File: config.mk
export PLATFORM = sky130hd
export DESIGN_NAME = sync_length_xor_frame_receiver
export DESIGN_NICKNAME = d
export VERILOG_FILES = /design/src/rtl/slxfr_pkg.sv /design/src/rtl/slxfr_dp.sv /design/src/rtl/slxfr_ctrl.sv /design/src/rtl/sync_length_xor_frame_receiver.sv
export SDC_FILE = /design/constraint.sdc
export NUM_CORES = 1
export LEC_CHECK = 0
export BUFFER_PORTS_ARGS = -buffer_cell sky130_fd_sc_hd__buf_2
export CORE_UTILIZATION = 35
export CTS_BUF_LIST = sky130_fd_sc_hd__clkbuf_4
export CTS_CLUSTER_DIAMETER = 40
export DETAILED_ROUTE_END_ITERATION = 16
export SETUP_SLACK_MARGIN = 0.1
export SLEW_MARGIN = 20
export SYNTH_ARGS = -nofsm -noshare
export SYNTH_HDL_FRONTEND = slang
export SYNTH_HIERARCHICAL = 1
export SYNTH_SLANG_ARGS = --single-unit
File: constraint.sdc
create_clock -name clk_i -period 3.3 [get_ports clk_i]
set_input_delay 0.165 -clock clk_i [delete_from_list [all_inputs] [get_ports clk_i]]
set_output_delay 0.165 -clock clk_i [all_outputs]
set_load 0.005 [all_outputs]
File: src/rtl/slxfr_pkg.sv
// ----------------------------------------------------------------------------
// slxfr_pkg
// Shared constants and types of the sync/length/XOR frame receiver.
// ----------------------------------------------------------------------------
`default_nettype none

package slxfr_pkg;

  // Payload store depth and the address width that follows from it.
  localparam int BufDepth = 64;
  localparam int AddrW    = $clog2(BufDepth);

  localparam int ByteW = 8;
  localparam int MaxLW = 7;
  localparam int CfgIW = 2;

  localparam logic [ByteW-1:0] SyncFirstRst  = 8'h4C;
  localparam logic [ByteW-1:0] SyncSecondRst = 8'h4D;
  localparam logic [MaxLW-1:0] MaxLenRst     = 7'd40;

  // Configuration register indexes.
  localparam logic [CfgIW-1:0] CfgSyncFirst  = 2'd0;
  localparam logic [CfgIW-1:0] CfgSyncSecond = 2'd1;
  localparam logic [CfgIW-1:0] CfgMaxLength  = 2'd2;

  // Commands from the controller to the datapath.
  typedef struct packed {
    logic clr_frame;     // length byte taken: load need, clear count and XOR
    logic store;         // payload byte taken
    logic emit_start;    // checksum matched on a non-empty frame
    logic rd_en;         // read the store at the emit index
    logic idx_inc;       // step the emit index
    logic load_data;     // load a payload result
    logic load_ok_empty; // load the result of a good empty frame
    logic load_err;      // load the error result
  } cmd_t;

  // Status from the datapath to the controller.
  typedef struct packed {
    logic sync1_hit;
    logic sync2_hit;
    logic len_bad;
    logic at_chk;
    logic chk_match;
    logic count_zero;
    logic emit_last;
    logic out_free;
  } status_t;

endpackage

`default_nettype wire

File: src/rtl/slxfr_dp.sv
// ----------------------------------------------------------------------------
// slxfr_dp
// Datapath: configuration registers, frame counters, running XOR, payload
// store and the output register.
// ----------------------------------------------------------------------------
`default_nettype none

module slxfr_dp (
  input  wire logic                          clk_i,
  input  wire logic                          rst_ni,
  input  wire logic                          cfg_we_i,
  input  wire logic [slxfr_pkg::CfgIW-1:0]   cfg_idx_i,
  input  wire logic [slxfr_pkg::ByteW-1:0]   cfg_wdata_i,
  input  wire logic [slxfr_pkg::ByteW-1:0]   rx_byte_i,
  input  wire slxfr_pkg::cmd_t               cmd_i,
  output slxfr_pkg::status_t                 status_o,
  input  wire logic                          out_ready_i,
  output logic                               out_valid_o,
  output logic [slxfr_pkg::ByteW-1:0]        byte_value_o,
  output logic                               has_byte_o,
  output logic                               frame_ok_o,
  output logic                               last_of_run_o
);

  localparam int AW = slxfr_pkg::AddrW;
  localparam int BW = slxfr_pkg::ByteW;

  logic [BW-1:0]                 sync_first_q;
  logic [BW-1:0]                 sync_second_q;
  logic [slxfr_pkg::MaxLW-1:0]   max_len_q;

  logic [AW-1:0] need_q;
  logic [AW-1:0] count_q;
  logic [AW-1:0] idx_q;
  logic [BW-1:0] xor_q;
  logic [BW-1:0] seq_q;
  logic [BW-1:0] rd_data_q;

  logic [BW-1:0] mem [slxfr_pkg::BufDepth];

  logic          out_valid_q;
  logic [BW-1:0] byte_value_q;
  logic          has_byte_q;
  logic          frame_ok_q;
  logic          last_q;

  logic [AW-1:0] len_m1;
  logic          load_any;

  assign len_m1   = rx_byte_i[AW-1:0] - AW'(1);
  assign load_any = cmd_i.load_data | cmd_i.load_ok_empty | cmd_i.load_err;

  always_comb begin
    status_o.sync1_hit  = (rx_byte_i == sync_first_q);
    status_o.sync2_hit  = (rx_byte_i == sync_second_q);
    status_o.len_bad    = (rx_byte_i > {1'b0, max_len_q}) ||
                          ({1'b0, rx_byte_i} > (BW+1)'(slxfr_pkg::BufDepth));
    status_o.at_chk     = (count_q == need_q);
    status_o.chk_match  = (rx_byte_i == xor_q);
    status_o.count_zero = (count_q == '0);
    status_o.emit_last  = (idx_q == count_q - AW'(1));
    status_o.out_free   = !out_valid_q || out_ready_i;
  end

  // Configuration registers.
  always_ff @(posedge clk_i or negedge rst_ni) begin
    if (!rst_ni) begin
      sync_first_q  <= slxfr_pkg::SyncFirstRst;
      sync_second_q <= slxfr_pkg::SyncSecondRst;
      max_len_q     <= slxfr_pkg::MaxLenRst;
    end else if (cfg_we_i) begin
      unique case (cfg_idx_i)
        slxfr_pkg::CfgSyncFirst:  sync_first_q  <= cfg_wdata_i;
        slxfr_pkg::CfgSyncSecond: sync_second_q <= cfg_wdata_i;
        slxfr_pkg::CfgMaxLength:  max_len_q     <= cfg_wdata_i[slxfr_pkg::MaxLW-1:0];
        default: ;
      endcase
    end
  end

  // Frame counters and checksum.
  always_ff @(posedge clk_i or negedge rst_ni) begin
    if (!rst_ni) begin
      need_q  <= '0;
      count_q <= '0;
      idx_q   <= '0;
      xor_q   <= '0;
    end else begin
      if (cmd_i.clr_frame) begin
        // A length of zero or one leaves nothing to store.
        need_q  <= (rx_byte_i == '0) ? '0 : len_m1;
        count_q <= '0;
        xor_q   <= '0;
      end else if (cmd_i.store) begin
        count_q <= count_q + AW'(1);
        if (count_q != '0) begin
          xor_q <= xor_q ^ rx_byte_i;
        end
      end
      if (cmd_i.emit_start) begin
        idx_q <= '0;
      end else if (cmd_i.idx_inc) begin
        idx_q <= idx_q + AW'(1);
      end
    end
  end

  // The sequence byte is kept aside so that an error result needs no read.
  always_ff @(posedge clk_i) begin
    if (cmd_i.store && count_q == '0) begin
      seq_q <= rx_byte_i;
    end
  end

  always_ff @(posedge clk_i) begin
    if (cmd_i.store) begin
      mem[count_q] <= rx_byte_i;
    end
    if (cmd_i.rd_en) begin
      rd_data_q <= mem[idx_q];
    end
  end

  // Output register.
  always_ff @(posedge clk_i or negedge rst_ni) begin
    if (!rst_ni) begin
      out_valid_q <= 1'b0;
    end else if (load_any) begin
      out_valid_q <= 1'b1;
    end else if (out_ready_i) begin
      out_valid_q <= 1'b0;
    end
  end

  always_ff @(posedge clk_i) begin
    priority if (cmd_i.load_data) begin
      byte_value_q <= rd_data_q;
      has_byte_q   <= 1'b1;
      frame_ok_q   <= 1'b1;
      last_q       <= status_o.emit_last;
    end else if (cmd_i.load_ok_empty) begin
      byte_value_q <= '0;
      has_byte_q   <= 1'b0;
      frame_ok_q   <= 1'b1;
      last_q       <= 1'b1;
    end else if (cmd_i.load_err) begin
      byte_value_q <= (count_q == '0) ? '0 : seq_q;
      has_byte_q   <= 1'b0;
      frame_ok_q   <= 1'b0;
      last_q       <= 1'b1;
    end else begin
    end
  end

  assign out_valid_o   = out_valid_q;
  assign byte_value_o  = byte_value_q;
  assign has_byte_o    = has_byte_q;
  assign frame_ok_o    = frame_ok_q;
  assign last_of_run_o = last_q;

endmodule

`default_nettype wire

File: src/rtl/slxfr_ctrl.sv
// ----------------------------------------------------------------------------
// slxfr_ctrl
// Controller: frame hunt, reception and result emission sequencing.
// ----------------------------------------------------------------------------
`default_nettype none

module slxfr_ctrl (
  input  wire logic                 clk_i,
  input  wire logic                 rst_ni,
  input  wire logic                 in_valid_i,
  output logic                      in_ready_o,
  input  wire slxfr_pkg::status_t   status_i,
  output slxfr_pkg::cmd_t           cmd_o
);

  typedef enum logic [2:0] {
    S_SYNC1,
    S_SYNC2,
    S_LEN,
    S_DATA,
    S_READ,
    S_PUT
  } state_e;

  state_e state_q;
  state_e state_d;
  logic   fire;

  always_comb begin
    unique case (state_q)
      S_SYNC1, S_SYNC2, S_LEN: in_ready_o = 1'b1;
      // The checksum byte needs a free output register for its result.
      S_DATA:  in_ready_o = !status_i.at_chk || status_i.out_free;
      default: in_ready_o = 1'b0;
    endcase
  end

  assign fire = in_valid_i && in_ready_o;

  always_comb begin
    cmd_o   = '0;
    state_d = state_q;
    unique case (state_q)
      S_SYNC1: begin
        if (fire && status_i.sync1_hit) begin
          state_d = S_SYNC2;
        end
      end
      S_SYNC2: begin
        if (fire) begin
          state_d = status_i.sync2_hit ? S_LEN : S_SYNC1;
        end
      end
      S_LEN: begin
        if (fire) begin
          cmd_o.clr_frame = 1'b1;
          state_d = status_i.len_bad ? S_SYNC1 : S_DATA;
        end
      end
      S_DATA: begin
        if (fire) begin
          priority if (!status_i.at_chk) begin
            cmd_o.store = 1'b1;
          end else if (status_i.chk_match && !status_i.count_zero) begin
            cmd_o.emit_start = 1'b1;
            state_d = S_READ;
          end else if (status_i.chk_match) begin
            cmd_o.load_ok_empty = 1'b1;
            state_d = S_SYNC1;
          end else begin
            cmd_o.load_err = 1'b1;
            state_d = S_SYNC1;
          end
        end
      end
      S_READ: begin
        cmd_o.rd_en = 1'b1;
        state_d = S_PUT;
      end
      S_PUT: begin
        if (status_i.out_free) begin
          cmd_o.load_data = 1'b1;
          if (status_i.emit_last) begin
            state_d = S_SYNC1;
          end else begin
            cmd_o.idx_inc = 1'b1;
            state_d = S_READ;
          end
        end
      end
      default: state_d = S_SYNC1;
    endcase
  end

  always_ff @(posedge clk_i or negedge rst_ni) begin
    if (!rst_ni) begin
      state_q <= S_SYNC1;
    end else begin
      state_q <= state_d;
    end
  end

endmodule

`default_nettype wire

File: src/rtl/sync_length_xor_frame_receiver.sv
// ----------------------------------------------------------------------------
// sync_length_xor_frame_receiver
// Deframer for two-sync-byte, length-prefixed frames with an XOR checksum.
//
// Usage: received bytes enter on the rx channel (in_valid_i/in_ready_o),
// results leave on the output channel (out_valid_o/out_ready_i); each side
// moves one item per transfer. Sync bytes and the length limit are set on
// the write port; the user must write them only while the block is idle,
// as the block itself does not enforce it. Reception takes one byte per
// cycle outside a drain. The checksum byte is taken only when the output
// register is free or being emptied in that cycle. A good frame with N
// stored bytes then drains as N results, one store read and one output
// load per result, and no byte is taken meanwhile; each result is read
// from the store, then loaded into the output register when free. Empty and
// error frames load their single result at the checksum transfer itself.
// A stalled receiver holds the output register and so the drain sequencer.
// Reset returns to the hunt for the first sync byte and restores the
// default sync bytes and length limit; the payload store is not cleared.
// ----------------------------------------------------------------------------
`default_nettype none

module sync_length_xor_frame_receiver (
  input  wire logic                          clk_i,
  input  wire logic                          rst_ni,
  input  wire logic                          cfg_we_i,
  input  wire logic [slxfr_pkg::CfgIW-1:0]   cfg_idx_i,
  input  wire logic [slxfr_pkg::ByteW-1:0]   cfg_wdata_i,
  input  wire logic                          in_valid_i,
  output logic                               in_ready_o,
  input  wire logic [slxfr_pkg::ByteW-1:0]   rx_byte_i,
  output logic                               out_valid_o,
  input  wire logic                          out_ready_i,
  output logic [slxfr_pkg::ByteW-1:0]        byte_value_o,
  output logic                               has_byte_o,
  output logic                               frame_ok_o,
  output logic                               last_of_run_o
);

  slxfr_pkg::cmd_t    cmd;
  slxfr_pkg::status_t status;

  slxfr_ctrl u_ctrl (
    .clk_i      (clk_i),
    .rst_ni     (rst_ni),
    .in_valid_i (in_valid_i),
    .in_ready_o (in_ready_o),
    .status_i   (status),
    .cmd_o      (cmd)
  );

  slxfr_dp u_dp (
    .clk_i         (clk_i),
    .rst_ni        (rst_ni),
    .cfg_we_i      (cfg_we_i),
    .cfg_idx_i     (cfg_idx_i),
    .cfg_wdata_i   (cfg_wdata_i),
    .rx_byte_i     (rx_byte_i),
    .cmd_i         (cmd),
    .status_o      (status),
    .out_ready_i   (out_ready_i),
    .out_valid_o   (out_valid_o),
    .byte_value_o  (byte_value_o),
    .has_byte_o    (has_byte_o),
    .frame_ok_o    (frame_ok_o),
    .last_of_run_o (last_of_run_o)
  );

  a_one_load: assert property (@(posedge clk_i) disable iff (!rst_ni)
    $onehot0({cmd.load_data, cmd.load_ok_empty, cmd.load_err}))
    else $error("more than one result load in a cycle");

  a_load_free: assert property (@(posedge clk_i) disable iff (!rst_ni)
    (cmd.load_data || cmd.load_ok_empty || cmd.load_err) |-> status.out_free)
    else $error("result loaded over a pending result");

  a_data_ok: assert property (@(posedge clk_i) disable iff (!rst_ni)
    (out_valid_o && has_byte_o) |-> frame_ok_o)
    else $error("payload result without a good checksum");

  a_err_last: assert property (@(posedge clk_i) disable iff (!rst_ni)
    (out_valid_o && !frame_ok_o) |-> (last_of_run_o && !has_byte_o))
    else $error("error result is not a single closing result");

endmodule

`default_nettype wire
[Word-level counts from Yosys, hierarchy flattened]
Memories as Yosys holds them, arrays and structs flattened. A register that Yosys moved wholly into a read port is not among the register bits.
Cells that the tools add are included.
Operators by class
  $mul: 0
  divide/modulo/power cells: 0
  eq/ne operators: 18
  reduce and logical (&&, ||, !) cells: 28
  add/sub/neg operators: 4
  bitwise gates (word level): 3
  shift operators: 0
  muxes and demuxes: 50
  $lt $le $gt $ge: 2
Operators with widths (number)
  8-bit two-way mux: 7
  6-bit two-way mux: 5
  8-bit == test: 3
  3-bit two-way mux: 8
  2-bit two-way mux: 10
  1-bit two-way mux: 18
  3-bit one-hot mux with 6 select lines: 1
  6-bit by 1-bit adder with 6-bit output (second input constant): 2
  6-bit == test: 2
  2-bit by 1-bit != test with 1-bit output (second input constant): 6
  6-bit by 1-bit subtractor with 6-bit output (second input constant): 2
  2-bit nonzero test: 5
  8-bit by 7-bit > comparator with 1-bit output: 1
  8-bit by 7-bit > comparator with 1-bit output (second input constant): 1
  8-bit zero test: 1
  2-bit AND reduction: 4
  8-bit XOR: 1
  3-bit by 2-bit == test with 1-bit output (second input constant): 2
  3-bit == test (second input constant): 2
  6-bit zero test: 1
  6-bit AND reduction: 1
  6-bit nonzero test: 1
  1-bit logical AND: 4
  3-bit by 1-bit == test with 1-bit output (second input constant): 1
  other kinds (11): 16
Storage, ports and cells
  output and inout bits: 13
  RAM bits: 512
  flip-flop bits (word level): 72
  latch bits: 0
  memories: 1
  word-level logic and storage cells: 120
  memory bits (read-only): 0
  input bits: 23
Memories
  u_dp.mem: words 64, width 8, read ports 1, clocked after Yosys merged registers in 1, write ports 1, RTL line slxfr_dp.sv:39  | logic [BW-1:0] mem [slxfr_pkg::BufDepth];

[Longest topological paths before layout]
Gate-level depths: netlist (run 1).
  depth in word-level cells: 10
  depth in mapped cells: 12
  mapped depth without buffers: 11

[Cells and area by module]
The synthesis (run 1) kept the hierarchy.
Modules (own cells, without submodules)
  slxfr_dp: times used 1, seq. area each 17428.0 sq um, area each 23855.4 sq um, cells an instance 1337
  slxfr_ctrl: times used 1, seq. area each 75.1 sq um, area each 347.8 sq um, cells an instance 42

[Least setup slack after synthesis (run 1)]
Ideal clock, no wire load.
  path kind: reg2reg
  start point: register u_dp.count_q[2]
  end point: memory u_dp/mem[49][0] (netlist name), enable pin
  stages on the path, launching flop included: 10
  data arrival time: 2.770 ns
  path slack: 0.147 ns
  setup time: 0.383 ns
  period minus slack after synthesis: 3.153 ns
  path buffers: 3
  data required time: 2.917 ns
  cells stage by stage: dfrtp_1 > clkbuf_1 > buf_1 > xnor2_1 > nand4_1 > nor3_1 > nor2_1 > buf_1 > nand4b_1 > nor3_1
RTL lines
  start, declared: RTL line slxfr_dp.sv:33  | logic [AW-1:0] count_q;
  start signal, assigned: RTL line slxfr_dp.sv:95  | count_q <= count_q + AW'(1);
  end, declared: RTL line slxfr_dp.sv:39

==> results of run 1 <==
## flip-flops by register name, indices dropped and copies added, names as in the netlist
register	cells
u_dp/frame_ok_o	1
u_dp/idx_q	6
u_dp/out_valid_o	1
u_dp/sync_first_q	8
u_dp/count_q	6
u_dp/last_of_run_o	1
u_dp/xor_q	8
u_dp/sync_second_q	8
u_dp/max_len_q	7
u_dp/need_q	6
u_dp/seq_q	8
u_dp/rd_data_q	8
u_dp/mem	512
u_dp/has_byte_o	1
u_dp/byte_value_o	8
u_ctrl/state_q	3
## worst max-delay path: cells and delay by family, from the launching register on
family / cells / cell delay, ps
buffers and inverters: 2 / 550
AO/OA/AOI/OAI: 3 / 800
flip-flops: 1 / 800
multiplexers: 2 / 590
## power breakdown
| group | switching (µW) | total, µW | internal, µW |
|---|---|---|---|
| logic | 251 | 425 | 175 |
| clock network | 2960 | 6600 | 3640 |
| registers | 34.8 | 8280 | 8240 |
## how the worst max path moves through the flow
| stage | depth (start not counted) | from | to | slack, ps |
|---|---|---|---|---|
| 5_1_grt | 9 | u_dp/count_q[5] | u_dp/byte_value_o[3] | 120 |
| 2_1_floorplan | 9 | u_dp/count_q[2] | u_dp/mem[49][0] | 150 |
| 3_3_place_gp | 7 | u_dp/idx_q[0] | u_dp/rd_data_q[0] | 290 |
| 6_report | 7 | u_dp/idx_q[0] | u_dp/rd_data_q[0] | 280 |
| 3_5_place_dp | 6 | u_ctrl/state_q[1] | u_dp/mem[63][0] | 290 |
| 4_1_cts | 8 | u_dp/xor_q[3] | u_dp/idx_q[3] | 180 |
## stage by stage
stage	utilization	instances
final	0.411	2618
after global placement	0.375	2297
after global routing	0.411	2617
after detailed placement	0.375	2297
after floorplan	-	1379
after CTS	0.411	2612
## area by class of cell
type / count / area [µm²]
Antenna cell: 6 / 15.0
Clock buffer: 215 / 1610
Clock inverter: 57 / 442
Fill cell: 6194 / 40300
Inverter: 23 / 86.3
Multi-Input combinational cell: 680 / 6060
Sequential cell: 592 / 17500
Tap cell: 882 / 1100
Timing Repair Buffer: 163 / 1340
## cell usage after synthesis (all sizes together) (4+ instances only)
| cell type | instances | area share |
|---|---|---|
| a211oi | 16 | 0.0050 |
| a21o | 4 | 0.0012 |
| a21oi | 22 | 0.0045 |
| a221oi | 32 | 0.012 |
| a22o | 8 | 0.0029 |
| a22oi | 12 | 0.0037 |
| buf | 46 | 0.018 |
| clkbuf | 38 | 0.0059 |
| dfrtp | 44 | 0.045 |
| dfstp | 9 | 0.0098 |
| edfxtp | 537 | 0.67 |
| ha | 12 | 0.0062 |
| inv | 23 | 0.0036 |
| mux2 | 28 | 0.013 |
| mux2i | 129 | 0.053 |
| mux4 | 66 | 0.061 |
| nand2 | 36 | 0.0058 |
| nand2b | 4 | 0.0010 |
| nand3 | 12 | 0.0025 |
| nand4 | 11 | 0.0035 |
| nor2 | 90 | 0.014 |
| nor2b | 7 | 0.0018 |
| nor3 | 19 | 0.0043 |
| o21ai | 42 | 0.0087 |
| o221ai | 16 | 0.0058 |
| o22ai | 24 | 0.0062 |
| xnor2 | 35 | 0.013 |
| xor2 | 23 | 0.0083 |
## cell families (layout without fill, tap and decap cells)
family	count (synthesis)	count (layout)	synth area share
DFF	592	592	0.723
muxes	223	223	0.128
and+or+nand+nor	201	201	0.0406
AOI/OAI and AO/OA	186	186	0.0538
buffers and inverters	107	458	0.0275
xor gates and xnor gates	58	58	0.0210
adders and majority gates	12	12	0.00620
other	0	6	0
## timing repair
action | 4_1_cts | 5_1_grt
setup endpoints to repair | 0 | 4
hold endpoints to repair | 431 | 0
gates resized for setup | 0 | 2
hold buffers | 43 | 0
## routing by layer
| metal | vias up | part of all wire | global-route usage |
|---|---|---|---|
| met5 | - | 0.00039 | 0 |
| met4 | 4 | 0.032 | 0.0800 |
| met3 | 96 | 0.055 | 0.0420 |
| met2 | 438 | 0.49 | 0.280 |
| met1 | 6961 | 0.42 | 0.220 |
| li1 | 6057 | - | - |
==> summary.md, run 1 <==
| Metric | Value |
|---|---|
| Run status | completed |
| Ratio of total power to cell area | between 500 and 600 nW/µm² |
| Final Cycle Share | 0.916 |
| Total placed instance area | approximately 26000 µm² |
| Final weighted congestion in routability-driven placement | 0.833 |
| Beginning of the worst hold path | rx_byte_i[0] |
| Commonest non-fill, non-tap cell in the layout | sky130_fd_sc_hd__edfxtp_1 |
| Flip-flop and latch count after synthesis | roughly 590 |
| Sort of element at the start of the critical path | register |
| Vias per Instance | 5.18 |
| Worst-path clk slew | roughly 60 ps |
| Clock tree from TritonCTS | yes |
| Final Total Pwr | 15300 µW |
| CTS max path bufs | 3 |
| Yosys cell types | 64 |
| Sequential share of the synthesized area | 0.723 |
| Largest clock skew in the final design | 48.5 ps |
| Postcts setup bufs | 0 |
| Remaining Overflow, GRT | 0 |
| Setup slack of the critical path after layout | ~280 ps |
| Ratio of cells with drive above 1 in the final layout | 0.280 |
| Worst Hold Depth | 3 |
| Area of the die | approximately 70000 µm² |
| Count of final hold-check violations | 0 |
| Post-DP HPWL | 37700 µm |
| Inserted Clock Buffers | around 160 |
| Startpoint of the lowest-slack register-to-register path | u_dp/idx_q[0] |
| Mean Syn Cell Area | around 18 µm² |
| H-tree Lvls | 4 |
| Share of flip-flops with an asynchronous set or reset after synthesis | 0.0895 |
| Pin count of the biggest net entering global routing | 72 |
| Number of ports placed on the die boundary | 36 |
| Iteration count of the initial detailed-routing pass | 5 |
| Core ar. | a little under 70000 µm² |
| Total leakage power | 0.0104 µW |
| Worst reg-to-reg setup slack | between 200 and 300 ps |
| Critical Path Max Stage Delay | 800 ps |
| Number of standard cells after synthesis | 1379 |
| Critical Path, Cell by Cell | buf_12 > buf_4 > mux2i_1 > o22ai_1 > a211oi_1 > a22oi_1 > mux2_2 |
| Critical Path Fanout Max | 26 |
| Cell chosen for the clock root | sky130_fd_sc_hd__clkbuf_4 |
| Number of warnings reported in the yosys synthesis log | 6 |
| Remaining routing DRC violations | 0 |
| Worst hold endpoint | u_dp/need_q[0] |
| Tot GR Track Use | 0.173 |
| Most used cells in the layout excluding fill and tap cells | 537 x sky130_fd_sc_hd__edfxtp_1, 215 x sky130_fd_sc_hd__clkbuf_4, 129 x sky130_fd_sc_hd__mux2i_1 |
| First-pass GRT wire length | slightly below 90000 µm |
| # rows | 96 |
| Sum of routed wire length over all layers | roughly 59000 µm |
| Peak supply drop | 330 µV |
| Fmax | 0.331 GHz |
| Hold WS | approximately 230 ps |
| Number of pins with negative max-slew slack in the final report | 0 |
| Setup violation total in the final timing report | 0 |
| Final nets | approximately 1700 |
| Number of cells on the worst reg-to-reg path | 7 |
| Synthesized area | approximately 24000 µm² |
| Flip-flop cell with the highest count after synthesis | sky130_fd_sc_hd__edfxtp_1 |
| Initial Util | 0.354 |
| Number of sinks handled by clock tree synthesis | 592 |
| Data arrival time of the critical path | around 3800 ps |
| Min-Delay Path Class | in -> reg |
| Number of max-cap violations | 0 |
| Max-slew headroom at the worst pin | 0.268 |
| Final design instance area without fill | between 20000 and 30000 µm² |
| Number of enable-type register cells in the synthesized netlist | roughly 540 |
| Minimum period implied by the final worst setup slack | about 3000 ps |
| Layout area overhead | 16.4% |
| Unrepaired setup endpoints after global routing | no |
| PortBufs | 35 |
| Vias in the first global route | roughly 14000 |
| Die X-Extent | ~260 µm |
| Critical path endpoint category | register |
| Post-Syn Nets | 1414 |
| ANT nets after route | 0 |
| Sum Neg Setup Slack | 0 ps |
| Vertical die dimension | between 200 and 300 µm |
| Initial antenna violation count | 4 |
| Worst skew pair latency | approximately 1000 ps |
| Number of DRC markers after the initial detailed-route iteration | between 900 and 1000 |
| Placement-stage worst setup slack | just under 300 ps |
| Cell type of the slowest stage on the worst timing path | sky130_fd_sc_hd__dfrtp_4 |
| Least-Margin Pin Slew | roughly 1100 ps |
| Via Count | 13556 |
| Reg2Reg Capture Point | u_dp/rd_data_q[0] |
| CP Data Required Time | between 4000 and 5000 ps |
| Crit path kind | reg -> reg |
| Avg WL per Cell | between 20 and 25 µm |
(Power assumes the default switching activity.)
==> inputs of run 2 (changes only) <==
--- a/config.mk
+++ b/config.mk
@@ -5,11 +5,12 @@
 export SDC_FILE = /design/constraint.sdc
 export NUM_CORES = 1
 export LEC_CHECK = 0
-export BUFFER_PORTS_ARGS = -buffer_cell sky130_fd_sc_hd__buf_2
+export CORE_ASPECT_RATIO = 1.4
 export CORE_UTILIZATION = 35
 export CTS_BUF_LIST = sky130_fd_sc_hd__clkbuf_4
 export CTS_CLUSTER_DIAMETER = 40
 export DETAILED_ROUTE_END_ITERATION = 16
+export DONT_BUFFER_PORTS = 1
 export SETUP_SLACK_MARGIN = 0.1
 export SLEW_MARGIN = 20
 export SYNTH_ARGS = -nofsm -noshare
==> summary.md, run 2 (synthesis gave the netlist of run 1 again) <==
| Metric | Value |
|---|---|
| Cell chosen for the clock root | sky130_fd_sc_hd__clkbuf_4 |
| Sequential fraction of design power | 0.560 (+0.019) |
| Avg WL per Cell | 23.0 µm (+1.5%) |
| Unrepaired setup endpoints after global routing | no |
| Sum Neg Setup Slack | 0 ps (unchanged) |
| Final nets | 1574 (-4.6%) |
| Worst-path clk slew | 70 ps (about the same) |
| Fraction of power spent switching nets | 0.208 (-0.00446) |
| Cell type of the slowest stage on the worst timing path | sky130_fd_sc_hd__a211oi_1 |
| CTS max path bufs | 3 (unchanged) |
| Iteration count of the initial detailed-routing pass | 5 (unchanged) |
| Final Cycle Share | 0.960 (+0.0447) |
| Minimum period implied by the final worst setup slack | 3170 ps (+148 ps) |
| Critical path endpoint category | register |
| ANT nets after route | 0 (unchanged) |
| Inserted Clock Buffers | 138 (-11%) |
| Final core area utilization | 0.407 (-0.00425) |
| Switching Power | 3070 µW (-5.5%) |
| Number of max-cap violations | 0 (unchanged) |
| Final weighted congestion in routability-driven placement | 0.827 (-0.68%) |
| Number of DRC markers after the initial detailed-route iteration | 1178 (+23%) |
| Peak supply drop | 375 µV (+14%) |
| P_int | 11700 µW (-2.9%) |
| Post-DP HPWL | 36100 µm (-4.1%) |
| Critical Path Max Stage Delay | 700 ps (-100 ps) |
| Sort of element at the start of the critical path | register |
| Vertical die dimension | 313 µm (+18%) |
| Clock tree from TritonCTS | yes |
| Min-Delay Path Class | in -> reg |
| Pin count of the biggest net entering global routing | 73 (+1.4%) |
| Largest register FFs | 512 (unchanged) |
| Number of ports placed on the die boundary | 36 (unchanged) |
| Setup violation total in the final timing report | 0 (unchanged) |
| PortBufs | 0 (-100%) |
| Remaining routing DRC violations | 0 (unchanged) |
| Sum of routed wire length over all layers | 59000 µm (-0.58%) |
| Number of sinks handled by clock tree synthesis | 592 (unchanged) |
| Register name with the most flops | u_dp/mem |
| Least-Margin Pin Slew | 897 ps (-192 ps) |
| Vias per Instance | 5.12 (-1.1%) |
| Total leakage power | 0.0100 µW (-3.3%) |
| Ratio of cells with drive above 1 in the final layout | 0.249 (-0.0308) |
| First-pass GRT wire length | 88200 µm (-1.2%) |
| Die X-Extent | 224 µm (-15%) |
| Vias in the first global route | 14107 (-0.51%) |
| Most used cells in the layout excluding fill and tap cells | 537 x sky130_fd_sc_hd__edfxtp_1, 194 x sky130_fd_sc_hd__clkbuf_4, 129 x sky130_fd_sc_hd__mux2i_1 |
| Commonest non-fill, non-tap cell in the layout | sky130_fd_sc_hd__edfxtp_1 |
| Worst skew pair latency | 850 ps (-140 ps) |
| Largest clock skew in the final design | 52.7 ps (+4.28 ps) |
| Tot GR Track Use | 0.172 (-0.00124) |
| Ratio of total power to cell area | 533 nW/µm² (-2.0%) |
| Fmax | 0.315 GHz (-4.7%) |
| Critical Path, Cell by Cell | buf_6 > mux4_2 > a211oi_1 > a22oi_1 > mux2_2 |
| Final Total Pwr | 14800 µW (-3.5%) |
| Crit path kind | reg -> reg |
| Initial Util | 0.355 (+0.00165) |
| Max-slew headroom at the worst pin | 0.400 (+0.132) |
| Initial antenna violation count | 1 (-3) |
| Critical Path Fanout Max | 28 (+7.7%) |
| Number of pins with negative max-slew slack in the final report | 0 (unchanged) |
| Data arrival time of the critical path | 3760 ps (about the same) |
| CP Data Required Time | 3890 ps (-140 ps) |
| Run status | completed |
| Count of final hold-check violations | 0 (unchanged) |
| Area of the die | 70200 µm² (about the same) |
| Layout area overhead | 14.6% |
| Core ar. | 68100 µm² (-0.46%) |
| # rows | 113 (+18%) |
| H-tree Lvls | 4 (unchanged) |
| Share of power burned in combinational logic | 0.030 (+0.002) |
| Via Count | 13131 (-3.1%) |
| Power share of the clock group | 0.410 (-0.021) |
| Remaining Overflow, GRT | 0 (unchanged) |
-- run 2: layer usage --
metal | share of wire | vias to the layer above | track usage
met2 | 0.55 | 419 | 0.318
li1 | - | 5882 | -
met5 | 0 | - | 0
met3 | 0.043 | 136 | 0.0270
met4 | 0.041 | 0 | 0.0904
met1 | 0.37 | 6694 | 0.188
-- run 2: timing repair --
| item | CTS | global route |
|---|---|---|
| hold buffers | 43 | 0 |
| setup buffers | 0 | 0 |
| setup endpoints to repair | 1 | 0 |
| gates resized for setup | 1 | 0 |
| hold endpoints to repair | 628 | 0 |
-- run 2: worst paths after layout --
kind / from / endpoint / slack (ps) / cells after the start
max: u_dp/idx_q[0] / u_dp/rd_data_q[1] / 130 / 5
min: cfg_wdata_i[5] / u_dp/max_len_q[5] / 80 / 2
max reg2reg: u_dp/idx_q[0] / u_dp/rd_data_q[1] / 130 / 5
min reg2reg: u_dp/frame_ok_o / u_dp/frame_ok_o / 500 / 2
max in group asynchronous: rst_ni / u_dp/idx_q[0] / 2520 / 4
min in group asynchronous: rst_ni / u_dp/sync_first_q[3] / 510 / 3
-- run 2: final cells by class --
cell class              instances  area [µm²]
diodes                          1        2.50
clock buffers                 194        1460
clock inverters                50         392
fillers                      6229       40400
inverters                      23        86.3
multi-input cells             680        6040
flip-flops and latches        592       17500
well taps                     920        1150
repair buffers                104        1100
-- run 2: critical path, delay by kind of cell (launching register included) --
family / cells / cell delay, ps
AOI/OAI and AO/OA: 2 / 990
buffers and inverters: 1 / 390
DFF: 1 / 610
muxes: 2 / 900
-- run 2: power groups by stage --
stage | combinational, µW | clock (µW) | sequential, µW
2_1_floorplan | 180 | 0 | 8430
3_3_place_gp | 189 | 0 | 8430
3_5_place_dp | 197 | 0 | 8430
4_1_cts | 446 | 6230 | 8270
5_1_grt | 482 | 6580 | 8280
6_report | 444 | 6060 | 8270
-- run 2: stage by stage --
| step | area (µm²) | std cells | setup slack [ps] | hold slack, ps |
|---|---|---|---|---|
| floorplan | 24200 | 1379 | 147 | -131 |
| global placement | 25300 | 2276 | 88.7 | -129 |
| detailed placement | 25300 | 2276 | 62.0 | -129 |
| CTS | 27700 | 2563 | 206 | 0.115 |
| global route | 27700 | 2564 | 136 | 20.3 |
| finish | 27700 | 2564 | 130 | 76.4 |
